## src/flv_tag_stream_parser_core_defines.svh

```systemverilog
// ----------------------------------------------------------------------------
// flv_tag_stream_parser_core_defines.svh
// Assertion macros used by the FLV tag stream parser back end (flv_tsp_parse).
// ----------------------------------------------------------------------------
`ifndef FLV_TAG_STREAM_PARSER_CORE_DEFINES_SVH
`define FLV_TAG_STREAM_PARSER_CORE_DEFINES_SVH

// same-cycle implication, disabled in reset
`define FLV_TSP_ASSERT_NOW(label, clk, rst_n, ante, cons) \
  label: assert property (@(posedge clk) disable iff (!rst_n) (ante) |-> (cons)) \
    else $error("%m: assertion failed");

// next-cycle implication, disabled in reset
`define FLV_TSP_ASSERT_NEXT(label, clk, rst_n, ante, cons) \
  label: assert property (@(posedge clk) disable iff (!rst_n) (ante) |=> (cons)) \
    else $error("%m: assertion failed");

`endif

```

## src/flv_tsp_pkg.sv

```systemverilog
// ----------------------------------------------------------------------------
// flv_tsp_pkg
// Types shared between the front stage, the beat queue and the parser.
// ----------------------------------------------------------------------------
`default_nettype none

package flv_tsp_pkg;

  // one stream byte plus the flags the front stage derives from it
  typedef struct packed {
    logic [7:0] data;
    logic       last;
    logic       type_ok;   // 0x08, 0x09 or 0x12
    logic       nonzero;
  } flv_beat_t;

endpackage

`default_nettype wire

```

## src/flv_tag_stream_parser_core.sv

```systemverilog
// ----------------------------------------------------------------------------
// flv_tag_stream_parser_core
// FLV byte stream parser: file header check, tag header decode, trailer check.
// ----------------------------------------------------------------------------
// Usage:
//   Input channel (in_valid/in_ready): one stream byte per beat, in_last_byte
//   on the final byte. Output channel (out_valid/out_ready): one result per
//   completed tag, per error, and at the end of the stream.
//   cfg_wr_en/cfg_wr_data set check_file_header (reset 1); write it only
//   while the block is idle.
//   Path: the byte that causes a result passes the input register, the queue
//   and the parser/result register before the result appears.
//   Throughput: one byte per cycle unless stalled; the parser handles one
//   queued byte per cycle whenever the result register is free or being drained.
//   Stall: when out_ready is low with a result pending, the parser holds, the
//   queue fills and in_ready drops; no result or byte is lost.
//   Reset: rst_n low puts the parser in the file header phase, empties the
//   queue and sets check_file_header. The last byte of a stream also returns
//   the parser to the file header phase.
// ----------------------------------------------------------------------------
`default_nettype none

module flv_tag_stream_parser_core
  import flv_tsp_pkg::*;
#(
  parameter int QUEUE_DEPTH = 2
) (
  input  wire logic        clk,
  input  wire logic        rst_n,
  input  wire logic        cfg_wr_en,
  input  wire logic        cfg_wr_data,
  input  wire logic        in_valid,
  output logic             in_ready,
  input  wire logic [7:0]  in_data_byte,
  input  wire logic        in_last_byte,
  output logic             out_valid,
  input  wire logic        out_ready,
  output logic [7:0]       out_tag_type,
  output logic [23:0]      out_payload_size,
  output logic [31:0]      out_timestamp,
  output logic [2:0]       out_status,
  output logic             out_stream_done
);

  logic      push_valid;
  logic      push_ready;
  flv_beat_t push_beat;
  logic      q_valid;
  logic      q_ready;
  flv_beat_t q_beat;

  flv_tsp_front u_front (
    .clk          (clk),
    .rst_n        (rst_n),
    .in_valid     (in_valid),
    .in_ready     (in_ready),
    .in_data_byte (in_data_byte),
    .in_last_byte (in_last_byte),
    .push_valid   (push_valid),
    .push_ready   (push_ready),
    .push_beat    (push_beat)
  );

  flv_tsp_queue #(
    .DEPTH (QUEUE_DEPTH)
  ) u_queue (
    .clk        (clk),
    .rst_n      (rst_n),
    .push_valid (push_valid),
    .push_ready (push_ready),
    .push_beat  (push_beat),
    .pop_valid  (q_valid),
    .pop_ready  (q_ready),
    .pop_beat   (q_beat)
  );

  flv_tsp_parse u_parse (
    .clk              (clk),
    .rst_n            (rst_n),
    .cfg_wr_en        (cfg_wr_en),
    .cfg_wr_data      (cfg_wr_data),
    .q_valid          (q_valid),
    .q_ready          (q_ready),
    .q_beat           (q_beat),
    .out_valid        (out_valid),
    .out_ready        (out_ready),
    .out_tag_type     (out_tag_type),
    .out_payload_size (out_payload_size),
    .out_timestamp    (out_timestamp),
    .out_status       (out_status),
    .out_stream_done  (out_stream_done)
  );

endmodule

`default_nettype wire

```

## src/flv_tsp_front.sv

```systemverilog
// ----------------------------------------------------------------------------
// flv_tsp_front
// Input register: takes a beat, classifies the byte and hands it to the queue.
// ----------------------------------------------------------------------------
`default_nettype none

module flv_tsp_front
  import flv_tsp_pkg::*;
(
  input  wire logic       clk,
  input  wire logic       rst_n,
  input  wire logic       in_valid,
  output logic            in_ready,
  input  wire logic [7:0] in_data_byte,
  input  wire logic       in_last_byte,
  output logic            push_valid,
  input  wire logic       push_ready,
  output flv_beat_t       push_beat
);

  localparam logic [7:0] TYPE_AUDIO  = 8'h08;
  localparam logic [7:0] TYPE_VIDEO  = 8'h09;
  localparam logic [7:0] TYPE_SCRIPT = 8'h12;

  logic      valid_r;
  logic      valid_nxt;
  flv_beat_t beat_r;
  logic      take;

  assign in_ready   = !valid_r || push_ready;
  assign take       = in_valid && in_ready;
  assign push_valid = valid_r;
  assign push_beat  = beat_r;

  always_comb begin
    valid_nxt = valid_r;
    if (take) begin
      valid_nxt = 1'b1;
    end else if (push_ready) begin
      valid_nxt = 1'b0;
    end
  end

  always_ff @(posedge clk) begin
    if (!rst_n) begin
      valid_r <= 1'b0;
    end else begin
      valid_r <= valid_nxt;
    end
  end

  always_ff @(posedge clk) begin
    if (take) begin
      beat_r.data    <= in_data_byte;
      beat_r.last    <= in_last_byte;
      beat_r.type_ok <= in_data_byte inside {TYPE_AUDIO, TYPE_VIDEO, TYPE_SCRIPT};
      beat_r.nonzero <= (in_data_byte != 8'h00);
    end
  end

endmodule

`default_nettype wire

```

## src/flv_tsp_queue.sv

```systemverilog
// ----------------------------------------------------------------------------
// flv_tsp_queue
// Short beat queue between the front stage and the parser.
// ----------------------------------------------------------------------------
`default_nettype none

module flv_tsp_queue
  import flv_tsp_pkg::*;
#(
  parameter int DEPTH = 2
) (
  input  wire logic      clk,
  input  wire logic      rst_n,
  input  wire logic      push_valid,
  output logic           push_ready,
  input  wire flv_beat_t push_beat,
  output logic           pop_valid,
  input  wire logic      pop_ready,
  output flv_beat_t      pop_beat
);

  localparam int AW = (DEPTH > 1) ? $clog2(DEPTH) : 1;
  localparam int CW = $clog2(DEPTH + 1);

  flv_beat_t         ram_r [DEPTH];
  logic [AW-1:0]     wr_ptr_r, wr_ptr_nxt;
  logic [AW-1:0]     rd_ptr_r, rd_ptr_nxt;
  logic [CW-1:0]     cnt_r, cnt_nxt;
  logic              push;
  logic              pop;

  assign push_ready = (cnt_r != CW'(DEPTH));
  assign pop_valid  = (cnt_r != '0);
  assign push       = push_valid && push_ready;
  assign pop        = pop_valid && pop_ready;
  assign pop_beat   = ram_r[rd_ptr_r];

  always_comb begin
    wr_ptr_nxt = wr_ptr_r;
    rd_ptr_nxt = rd_ptr_r;
    cnt_nxt    = cnt_r;
    if (push) begin
      wr_ptr_nxt = (wr_ptr_r == AW'(DEPTH - 1)) ? '0 : wr_ptr_r + 1'b1;
    end
    if (pop) begin
      rd_ptr_nxt = (rd_ptr_r == AW'(DEPTH - 1)) ? '0 : rd_ptr_r + 1'b1;
    end
    if (push && !pop) begin
      cnt_nxt = cnt_r + 1'b1;
    end else if (pop && !push) begin
      cnt_nxt = cnt_r - 1'b1;
    end
  end

  always_ff @(posedge clk) begin
    if (!rst_n) begin
      wr_ptr_r <= '0;
      rd_ptr_r <= '0;
      cnt_r    <= '0;
    end else begin
      wr_ptr_r <= wr_ptr_nxt;
      rd_ptr_r <= rd_ptr_nxt;
      cnt_r    <= cnt_nxt;
    end
  end

  always_ff @(posedge clk) begin
    if (push) begin
      ram_r[wr_ptr_r] <= push_beat;
    end
  end

endmodule

`default_nettype wire

```

## src/flv_tsp_parse.sv

```systemverilog
// ----------------------------------------------------------------------------
// flv_tsp_parse
// Parser back end: walks file header, tag header, payload and trailer one
// byte per cycle unless a pending result stalls it, and drives the result register.
// ----------------------------------------------------------------------------
`default_nettype none

`include "flv_tag_stream_parser_core_defines.svh"

module flv_tsp_parse
  import flv_tsp_pkg::*;
(
  input  wire logic        clk,
  input  wire logic        rst_n,
  input  wire logic        cfg_wr_en,
  input  wire logic        cfg_wr_data,
  input  wire logic        q_valid,
  output logic             q_ready,
  input  wire flv_beat_t   q_beat,
  output logic             out_valid,
  input  wire logic        out_ready,
  output logic [7:0]       out_tag_type,
  output logic [23:0]      out_payload_size,
  output logic [31:0]      out_timestamp,
  output logic [2:0]       out_status,
  output logic             out_stream_done
);

  typedef enum logic [2:0] {
    PH_FILEHDR,
    PH_TAGHDR,
    PH_PAYLOAD,
    PH_TRAILER,
    PH_ERROR
  } phase_t;

  localparam logic [2:0] ST_OK        = 3'd0;
  localparam logic [2:0] ST_BAD_HDR   = 3'd1;
  localparam logic [2:0] ST_BAD_TYPE  = 3'd2;
  localparam logic [2:0] ST_STREAM_ID = 3'd3;
  localparam logic [2:0] ST_SIZE_MISM = 3'd4;
  localparam logic [2:0] ST_TRUNC     = 3'd5;

  localparam logic [23:0] FILE_HDR_LEN = 24'd13;
  localparam logic [23:0] TAG_HDR_LEN  = 24'd11;
  localparam logic [23:0] TRAILER_LEN  = 24'd4;

  function automatic logic [7:0] magic_byte(input logic [3:0] idx);
    logic [7:0] v;
    case (idx)
      4'd0:    v = 8'h46;
      4'd1:    v = 8'h4C;
      4'd2:    v = 8'h56;
      4'd3:    v = 8'h01;
      4'd4:    v = 8'h05;
      4'd8:    v = 8'h09;
      default: v = 8'h00;
    endcase
    return v;
  endfunction

  phase_t      phase_r, phase_nxt;
  logic [23:0] cnt_r, cnt_nxt;
  logic [7:0]  type_r, type_nxt;
  logic [23:0] size_r, size_nxt;
  logic [31:0] time_r, time_nxt;
  logic        nz_r, nz_nxt;
  logic [31:0] acc_r, acc_nxt;
  logic [2:0]  err_r, err_nxt;
  logic        chk_hdr_r;

  logic        out_valid_r, out_valid_nxt;
  logic [7:0]  out_type_r;
  logic [23:0] out_size_r;
  logic [31:0] out_time_r;
  logic [2:0]  out_status_r;
  logic        out_done_r;

  logic        fire;
  logic        emit;
  logic [2:0]  res_status;
  logic        res_done;
  logic [7:0]  res_type;
  logic [23:0] res_size;
  logic [31:0] res_time;
  logic [23:0] cnt_inc;
  logic [24:0] trailer_want;
  logic        have_err;
  logic        tag_end;
  logic [7:0]  b;

  assign q_ready          = !out_valid_r || out_ready;
  assign fire             = q_valid && q_ready;
  assign b                = q_beat.data;
  assign cnt_inc          = cnt_r + 24'd1;
  assign trailer_want     = {1'b0, size_r} + {1'b0, TAG_HDR_LEN};

  assign out_valid        = out_valid_r;
  assign out_tag_type     = out_type_r;
  assign out_payload_size = out_size_r;
  assign out_timestamp    = out_time_r;
  assign out_status       = out_status_r;
  assign out_stream_done  = out_done_r;

  always_comb begin
    phase_nxt  = phase_r;
    cnt_nxt    = cnt_r;
    type_nxt   = type_r;
    size_nxt   = size_r;
    time_nxt   = time_r;
    nz_nxt     = nz_r;
    acc_nxt    = acc_r;
    err_nxt    = err_r;
    have_err   = 1'b0;
    tag_end    = 1'b0;
    emit       = 1'b0;
    res_status = ST_OK;
    res_done   = 1'b0;

    case (phase_r)
      PH_FILEHDR: begin
        if (chk_hdr_r && (b != magic_byte(cnt_r[3:0]))) begin
          have_err   = 1'b1;
          res_status = ST_BAD_HDR;
        end else if (cnt_inc >= FILE_HDR_LEN) begin
          phase_nxt = PH_TAGHDR;
          cnt_nxt   = '0;
        end else begin
          cnt_nxt = cnt_inc;
        end
      end
      PH_TAGHDR: begin
        if (cnt_r == 24'd0) begin
          type_nxt = b;
          if (!q_beat.type_ok) begin
            have_err   = 1'b1;
            res_status = ST_BAD_TYPE;
          end
        end else if (cnt_r <= 24'd3) begin
          size_nxt = {size_r[15:0], b};
        end else if (cnt_r <= 24'd6) begin
          time_nxt = {8'h00, time_r[15:0], b};
        end else if (cnt_r == 24'd7) begin
          time_nxt = {b, time_r[23:0]};
        end else if (q_beat.nonzero) begin
          nz_nxt = 1'b1;
        end
        if (!have_err) begin
          cnt_nxt = cnt_inc;
          if (cnt_inc >= TAG_HDR_LEN) begin
            if (nz_nxt) begin
              have_err   = 1'b1;
              res_status = ST_STREAM_ID;
            end else begin
              cnt_nxt   = '0;
              phase_nxt = (size_nxt == 24'd0) ? PH_TRAILER : PH_PAYLOAD;
            end
          end
        end
      end
      PH_PAYLOAD: begin
        cnt_nxt = cnt_inc;
        if (cnt_inc >= size_r) begin
          cnt_nxt   = '0;
          phase_nxt = PH_TRAILER;
        end
      end
      PH_TRAILER: begin
        acc_nxt = {acc_r[23:0], b};
        cnt_nxt = cnt_inc;
        if (cnt_inc >= TRAILER_LEN) begin
          tag_end    = 1'b1;
          res_status = (acc_nxt == {7'd0, trailer_want}) ? ST_OK : ST_SIZE_MISM;
          if (res_status != ST_OK) begin
            err_nxt   = res_status;
            phase_nxt = PH_ERROR;
          end else begin
            phase_nxt = PH_TAGHDR;
            cnt_nxt   = '0;
          end
        end
      end
      default: begin
      end
    endcase

    // result fields reflect the tag as seen up to and including this byte
    res_type = type_nxt;
    res_size = size_nxt;
    res_time = time_nxt;

    if (tag_end) begin
      emit     = 1'b1;
      res_done = q_beat.last;
    end else if (have_err) begin
      err_nxt   = res_status;
      phase_nxt = PH_ERROR;
      emit      = 1'b1;
      res_done  = q_beat.last;
    end else if (q_beat.last) begin
      emit     = 1'b1;
      res_done = 1'b1;
      if (phase_nxt == PH_ERROR) begin
        res_status = err_r;
      end else if ((phase_nxt == PH_TAGHDR) && (cnt_nxt == 24'd0)) begin
        res_status = ST_OK;
      end else begin
        res_status = ST_TRUNC;
      end
    end

    // a tag that finished cleanly starts a fresh tag context
    if (tag_end && (res_status == ST_OK)) begin
      type_nxt = '0;
      size_nxt = '0;
      time_nxt = '0;
      nz_nxt   = 1'b0;
      acc_nxt  = '0;
    end
    if ((phase_r == PH_FILEHDR) && (phase_nxt == PH_TAGHDR)) begin
      type_nxt = '0;
      size_nxt = '0;
      time_nxt = '0;
      nz_nxt   = 1'b0;
      acc_nxt  = '0;
    end

    // end of stream: back to the reset context
    if (q_beat.last) begin
      phase_nxt = PH_FILEHDR;
      cnt_nxt   = '0;
      type_nxt  = '0;
      size_nxt  = '0;
      time_nxt  = '0;
      nz_nxt    = 1'b0;
      acc_nxt   = '0;
      err_nxt   = ST_OK;
    end

    out_valid_nxt = out_valid_r;
    if (fire) begin
      out_valid_nxt = emit;
    end else if (out_ready) begin
      out_valid_nxt = 1'b0;
    end
  end

  always_ff @(posedge clk) begin
    if (!rst_n) begin
      phase_r     <= PH_FILEHDR;
      cnt_r       <= '0;
      type_r      <= '0;
      size_r      <= '0;
      time_r      <= '0;
      nz_r        <= 1'b0;
      acc_r       <= '0;
      err_r       <= ST_OK;
      chk_hdr_r   <= 1'b1;
      out_valid_r <= 1'b0;
    end else begin
      if (fire) begin
        phase_r <= phase_nxt;
        cnt_r   <= cnt_nxt;
        type_r  <= type_nxt;
        size_r  <= size_nxt;
        time_r  <= time_nxt;
        nz_r    <= nz_nxt;
        acc_r   <= acc_nxt;
        err_r   <= err_nxt;
      end
      if (cfg_wr_en) begin
        chk_hdr_r <= cfg_wr_data;
      end
      out_valid_r <= out_valid_nxt;
    end
  end

  always_ff @(posedge clk) begin
    if (fire && emit) begin
      out_type_r   <= res_type;
      out_size_r   <= res_size;
      out_time_r   <= res_time;
      out_status_r <= res_status;
      out_done_r   <= res_done;
    end
  end

  `FLV_TSP_ASSERT_NOW(a_last_gives_result, clk, rst_n, fire && q_beat.last, emit)
  `FLV_TSP_ASSERT_NEXT(a_last_resets, clk, rst_n, fire && q_beat.last,
    (phase_r == PH_FILEHDR) && (cnt_r == 24'd0) && (err_r == ST_OK))
  `FLV_TSP_ASSERT_NOW(a_filehdr_cnt, clk, rst_n, phase_r == PH_FILEHDR, cnt_r < FILE_HDR_LEN)
  `FLV_TSP_ASSERT_NOW(a_taghdr_cnt, clk, rst_n, phase_r == PH_TAGHDR, cnt_r < TAG_HDR_LEN)

endmodule

`default_nettype wire

```

## config.mk

```make
export PLATFORM = sky130hd
export DESIGN_NAME = flv_tag_stream_parser_core
export DESIGN_NICKNAME = d
export VERILOG_FILES = /design/src/flv_tsp_pkg.sv /design/src/flv_tag_stream_parser_core.sv /design/src/flv_tsp_front.sv /design/src/flv_tsp_queue.sv /design/src/flv_tsp_parse.sv
export VERILOG_INCLUDE_DIRS = /design/src /design/src/src
export SDC_FILE = /design/constraint.sdc
export NUM_CORES = 1
export LEC_CHECK = 0
export ABC_AREA = 1
export BUFFER_PORTS_ARGS = -buffer_cell sky130_fd_sc_hd__buf_2
export CAP_MARGIN = 20
export CORE_MARGIN = 2
export CORE_UTILIZATION = 45
export CTS_BUF_LIST = sky130_fd_sc_hd__clkbuf_4 sky130_fd_sc_hd__clkbuf_8 sky130_fd_sc_hd__clkbuf_16
export CTS_CLUSTER_DIAMETER = 30
export DETAILED_ROUTE_END_ITERATION = 10
export HOLD_SLACK_MARGIN = 0.02
export PLACE_DENSITY_LB_ADDON = 0.2
export SLEW_MARGIN = 20
export SYNTH_ARGS = -nofsm -noshare
export SYNTH_HDL_FRONTEND = slang
export SYNTH_SLANG_ARGS = --single-unit
```

## constraint.sdc

```tcl
create_clock -name clk -period 10.92 [get_ports clk]
set_input_delay 2.184 -clock clk [delete_from_list [all_inputs] [get_ports clk]]
set_output_delay 2.184 -clock clk [all_outputs]
set_load 0.005 [all_outputs]
```

==> metrics.txt <==
status=completed; CP max stage cell=dfxtp_1; DR DRC count=0; crit end category=flop; Seq cells post-synth=about 230; WP data arrival=between 5000 and 6000 ps; vias in the first global route=about 13,000; first-pass GRT wire length=around 70,000 µm; maximum root-to-sink buffer count=3; DP Worst Slack=about 5800 ps; CTS Hold Bufs=0; Leak=about 7 nW; global-route met3 utilization=about 5.3%; initial antenna violation count=0; overall die area=32,300 µm²; CTS tree=done; depth of the CTS H-tree=2; gr busiest metal=met2; Worst Slack Setup Final=5940 ps; CTS Root Buffer Type=clkbuf_16; I/O pin cnt=85; drt total wl=45,300 µm; synthesized net count=slightly above 2,000; Yosys top cell by area=edfxtp_1; Netlist cell types=46; DIE WIDTH=around 180 µm; Crit path required time=11,380 ps; layout filler cell count=approximately 3,000; Via Count=~14,000; Max-Cap Viols=0; cell area after synthesis=13,900 µm²; Synth top area share=21.8%; maximum number of pins on one net before global-route repair=73; clock period minus worst slack=around 5000 ps; worst hold start=u_front.push_beat[6]; # Post-CTS Setup Buffers=0; Clock Latency Late Sink=roughly 560 ps; routability cong.=between 0.9 and 1; I/O Buffers=84; Max stage delay on crit path=650 ps; fin nets=approximately 2,100; fraction of layout cells with a size suffix above 1=11.6%; setup_tns=0 ps; kind of critical path=reg2reg; ANT nets after route=0; crit-path cells=inv_1, or2_2, o21ai_1, inv_1, nand3_1, nand3_1, nor2_1, nand4_1, nor2_1, nand2_1, nand2_1, nand3_2, buf_4, nand2_2, o31ai_4, buf_4, inv_2, nand3_1, a21oi_1; Starting Density=a little under half; Critical Path Most Common Cell=nand3_1; part of the cycle the worst path needs=around 46%; top_reg_cell synth=dfxtp_1; Worst R2R Path Depth=19; Core Footprint=slightly above 30,000 µm²; Final Hold Viols=0; Worst Hold Class=reg2reg; maximum clock rate=201 MHz; Initial DRC Count=roughly 1,600; CTS Buf Count=between 50 and 60; maximum fanout along the worst path=65; met1 usage=a little under two fifths; Power per Cell Area=about 220 nW/µm²; number of flops mapped to enable cells by yosys=101; post-route cell area=between 15,000 and 20,000 µm²; Max IR drop VDD=between 150 and 200 µV; GR met2 Demand/Resource=about 43%; TritonCTS Sinks=228; PostCTS Resize Cnt=0; worst-case clock skew=28.0 ps; RSZ-0062 raised after global routing=false; cell row count=64; Layout Area Growth over Synthesis=17.1%; Diodes inserted=0; Synth warnings=0; Worst-Margin Slew=1110 ps; Tot GR Track Use=27.3%; final setup fails=0; Avg WL per Cell=approximately 18 µm; Slew Viols, Final=0; reg-to-reg endpoint=u_parse.acc_r[2]; dpl hpwl=about 31,000 µm; routed vias/inst=roughly 5.6; clk slew on worst S/H paths=roughly 50 ps; WHS Endpoint=u_queue.ram_r[1][6]; first-pass iteration count of the detailed router=6; flop-to-flop setup slack=about 5900 ps; Die Ht=180 µm; share of flip-flops with an asynchronous set or reset=0%; Setup crit start kind=flop; Max-slew headroom=25.4%; Synth area leaders=edfxtp_1 22%, dfxtp_1 18%, nand2_1 15%; hold path depth=0; syn_area_per_cell=a little under 7 µm²; post-synthesis sequential area ratio=between 40% and 50%; GRT overflow=0; Cells after Synth=between 2,000 and 2,500; area of placed instances=14,500 µm²
==> layout by cell type, fill, tap and decap left out, types with 10 or more instances in the layout <==
master / synthesis / layout
nor3_1: 10 / 10
o31ai_1: 21 / 21
edfxtp_1: 101 / 101
dfxtp_1: 127 / 127
xor2_1: 18 / 18
buf_4: 6 / 21
a21oi_1: 152 / 152
nand3_1: 162 / 162
ha_1: 29 / 29
nor2_1: 199 / 196
nand2_1: 559 / 558
o21ai_1: 9 / 10
nand4_1: 104 / 104
buf_2: 26 / 85
o21ai_0: 110 / 109
inv_1: 204 / 203
nand3b_1: 16 / 16
nor2_2: 9 / 10
clkbuf_16: 0 / 52
==> critical path, delay by kind of cell, from the launching register on <==
| family | cells | cell delay [ps] |
|---|---|---|
| AOI/OAI and AO/OA | 3 | 780 |
| buffers and inverters | 5 | 1540 |
| DFF | 1 | 650 |
| and+or+nand+nor | 11 | 1870 |
==> stage by stage <==
step                      power, W  hold slack (ps)  instances  util, %
after floorplan            0.00171              421       2008        -
after global placement     0.00208              424       2401     47.6
after detailed placement   0.00209              430       2402     47.6
after CTS                  0.00362              437       2497     53.3
after global routing       0.00378              456       2499     53.4
final                      0.00362              436       2499     53.4
==> flip-flops by register name (all words and copies together) (netlist names), named ones only <==
name and flops:
u_parse.out_valid 1, u_queue.rd_ptr_r 1, u_parse.time_r 32, u_parse.chk_hdr_r 1, u_parse.acc_r 24, u_parse.size_r 24
u_queue.ram_r 22, u_queue.cnt_r 2, u_parse.out_timestamp 32, u_parse.phase_r 3, u_parse.out_payload_size 24, u_front.push_valid 1
u_parse.out_stream_done 1, u_queue.wr_ptr_r 1, u_parse.out_status 3, u_parse.cnt_r 24, u_front.push_beat 11, u_parse.err_r 3
u_parse.out_tag_type 8, u_parse.type_r 8, u_parse.nz_r 1
==> cell type report <==
| class | count | area [µm²] | share of cell area (%) |
|---|---|---|---|
| clock buffers | 61 | 1380 | 8.48 |
| clock inverters | 34 | 368 | 2.26 |
| inverters | 214 | 806 | 4.95 |
| multi-input cells | 1459 | 7080 | 43.4 |
| flip-flops and latches | 228 | 5580 | 34.2 |
| well taps | 396 | 495 | 3.04 |
| repair buffers | 107 | 588 | 3.61 |
==> power by group <==
| part | switching (W) | total [W] | internal (W) |
|---|---|---|---|
| combinational | 0.000709 | 0.000956 | 0.000247 |
| sequential | 0.0000614 | 0.00114 | 0.00108 |
| clock | 0.000514 | 0.00152 | 0.00101 |
| total | 0.00128 | 0.00362 | 0.00233 |
==> cells in the mapped netlist, types with 2 or more instances <==
cell type	number
nand2_1	559
inv_1	204
nor2_1	199
nand3_1	162
a21oi_1	152
dfxtp_1	127
o21ai_0	110
nand4_1	104
edfxtp_1	101
clkbuf_1	59
ha_1	29
buf_2	26
o31ai_1	21
xor2_1	18
nand3b_1	16
buf_1	14
nor3_1	10
nor2_2	9
o21ai_1	9
nand2_2	7
xnor2_1	7
a211oi_1	6
a2bb2oi_1	6
buf_4	6
inv_2	6
and2_1	5
or2_2	5
clkinv_1	4
a31oi_1	3
nor2_4	3
o21bai_1	3
buf_6	2
nand3_2	2
nor4_1	2
==> metal layers <==
metal,vias up,part of all wire [%],wire length (µm)
met4,0,3.8,1710
met5,-,0,0
met2,606,45,20200
met3,111,8.5,3860
met1,6427,43,19400
li1,6794,-,-
==> cells by family after synthesis <==
| kind of cell | count (synthesis) | share of synthesized area (%) |
|---|---|---|
| compound gates | 318 | 12.4 |
| xor+xnor | 25 | 1.57 |
| simple gates | 1087 | 34.1 |
| buf+inv | 321 | 9.17 |
| flops | 228 | 40.1 |
| fa+ha+maj | 29 | 2.61 |
==> worst max-delay path by stage <==
stage / slack [ps] / endpoint / start / cells after the start
finish: 5940 / u_parse.acc_r[2] / flop / 19
global route: 5550 / u_parse.out_status[2] / flop / 21
CTS: 5790 / u_parse.acc_r[13] / flop / 16
detailed placement: 5840 / u_parse.acc_r[13] / flop / 16
global placement: 5920 / u_parse.acc_r[15] / flop / 16
floorplan: 6360 / u_parse.out_payload_size[0] / out_ready / 4
No activity file was read; power rests on OpenSTA's default activity.
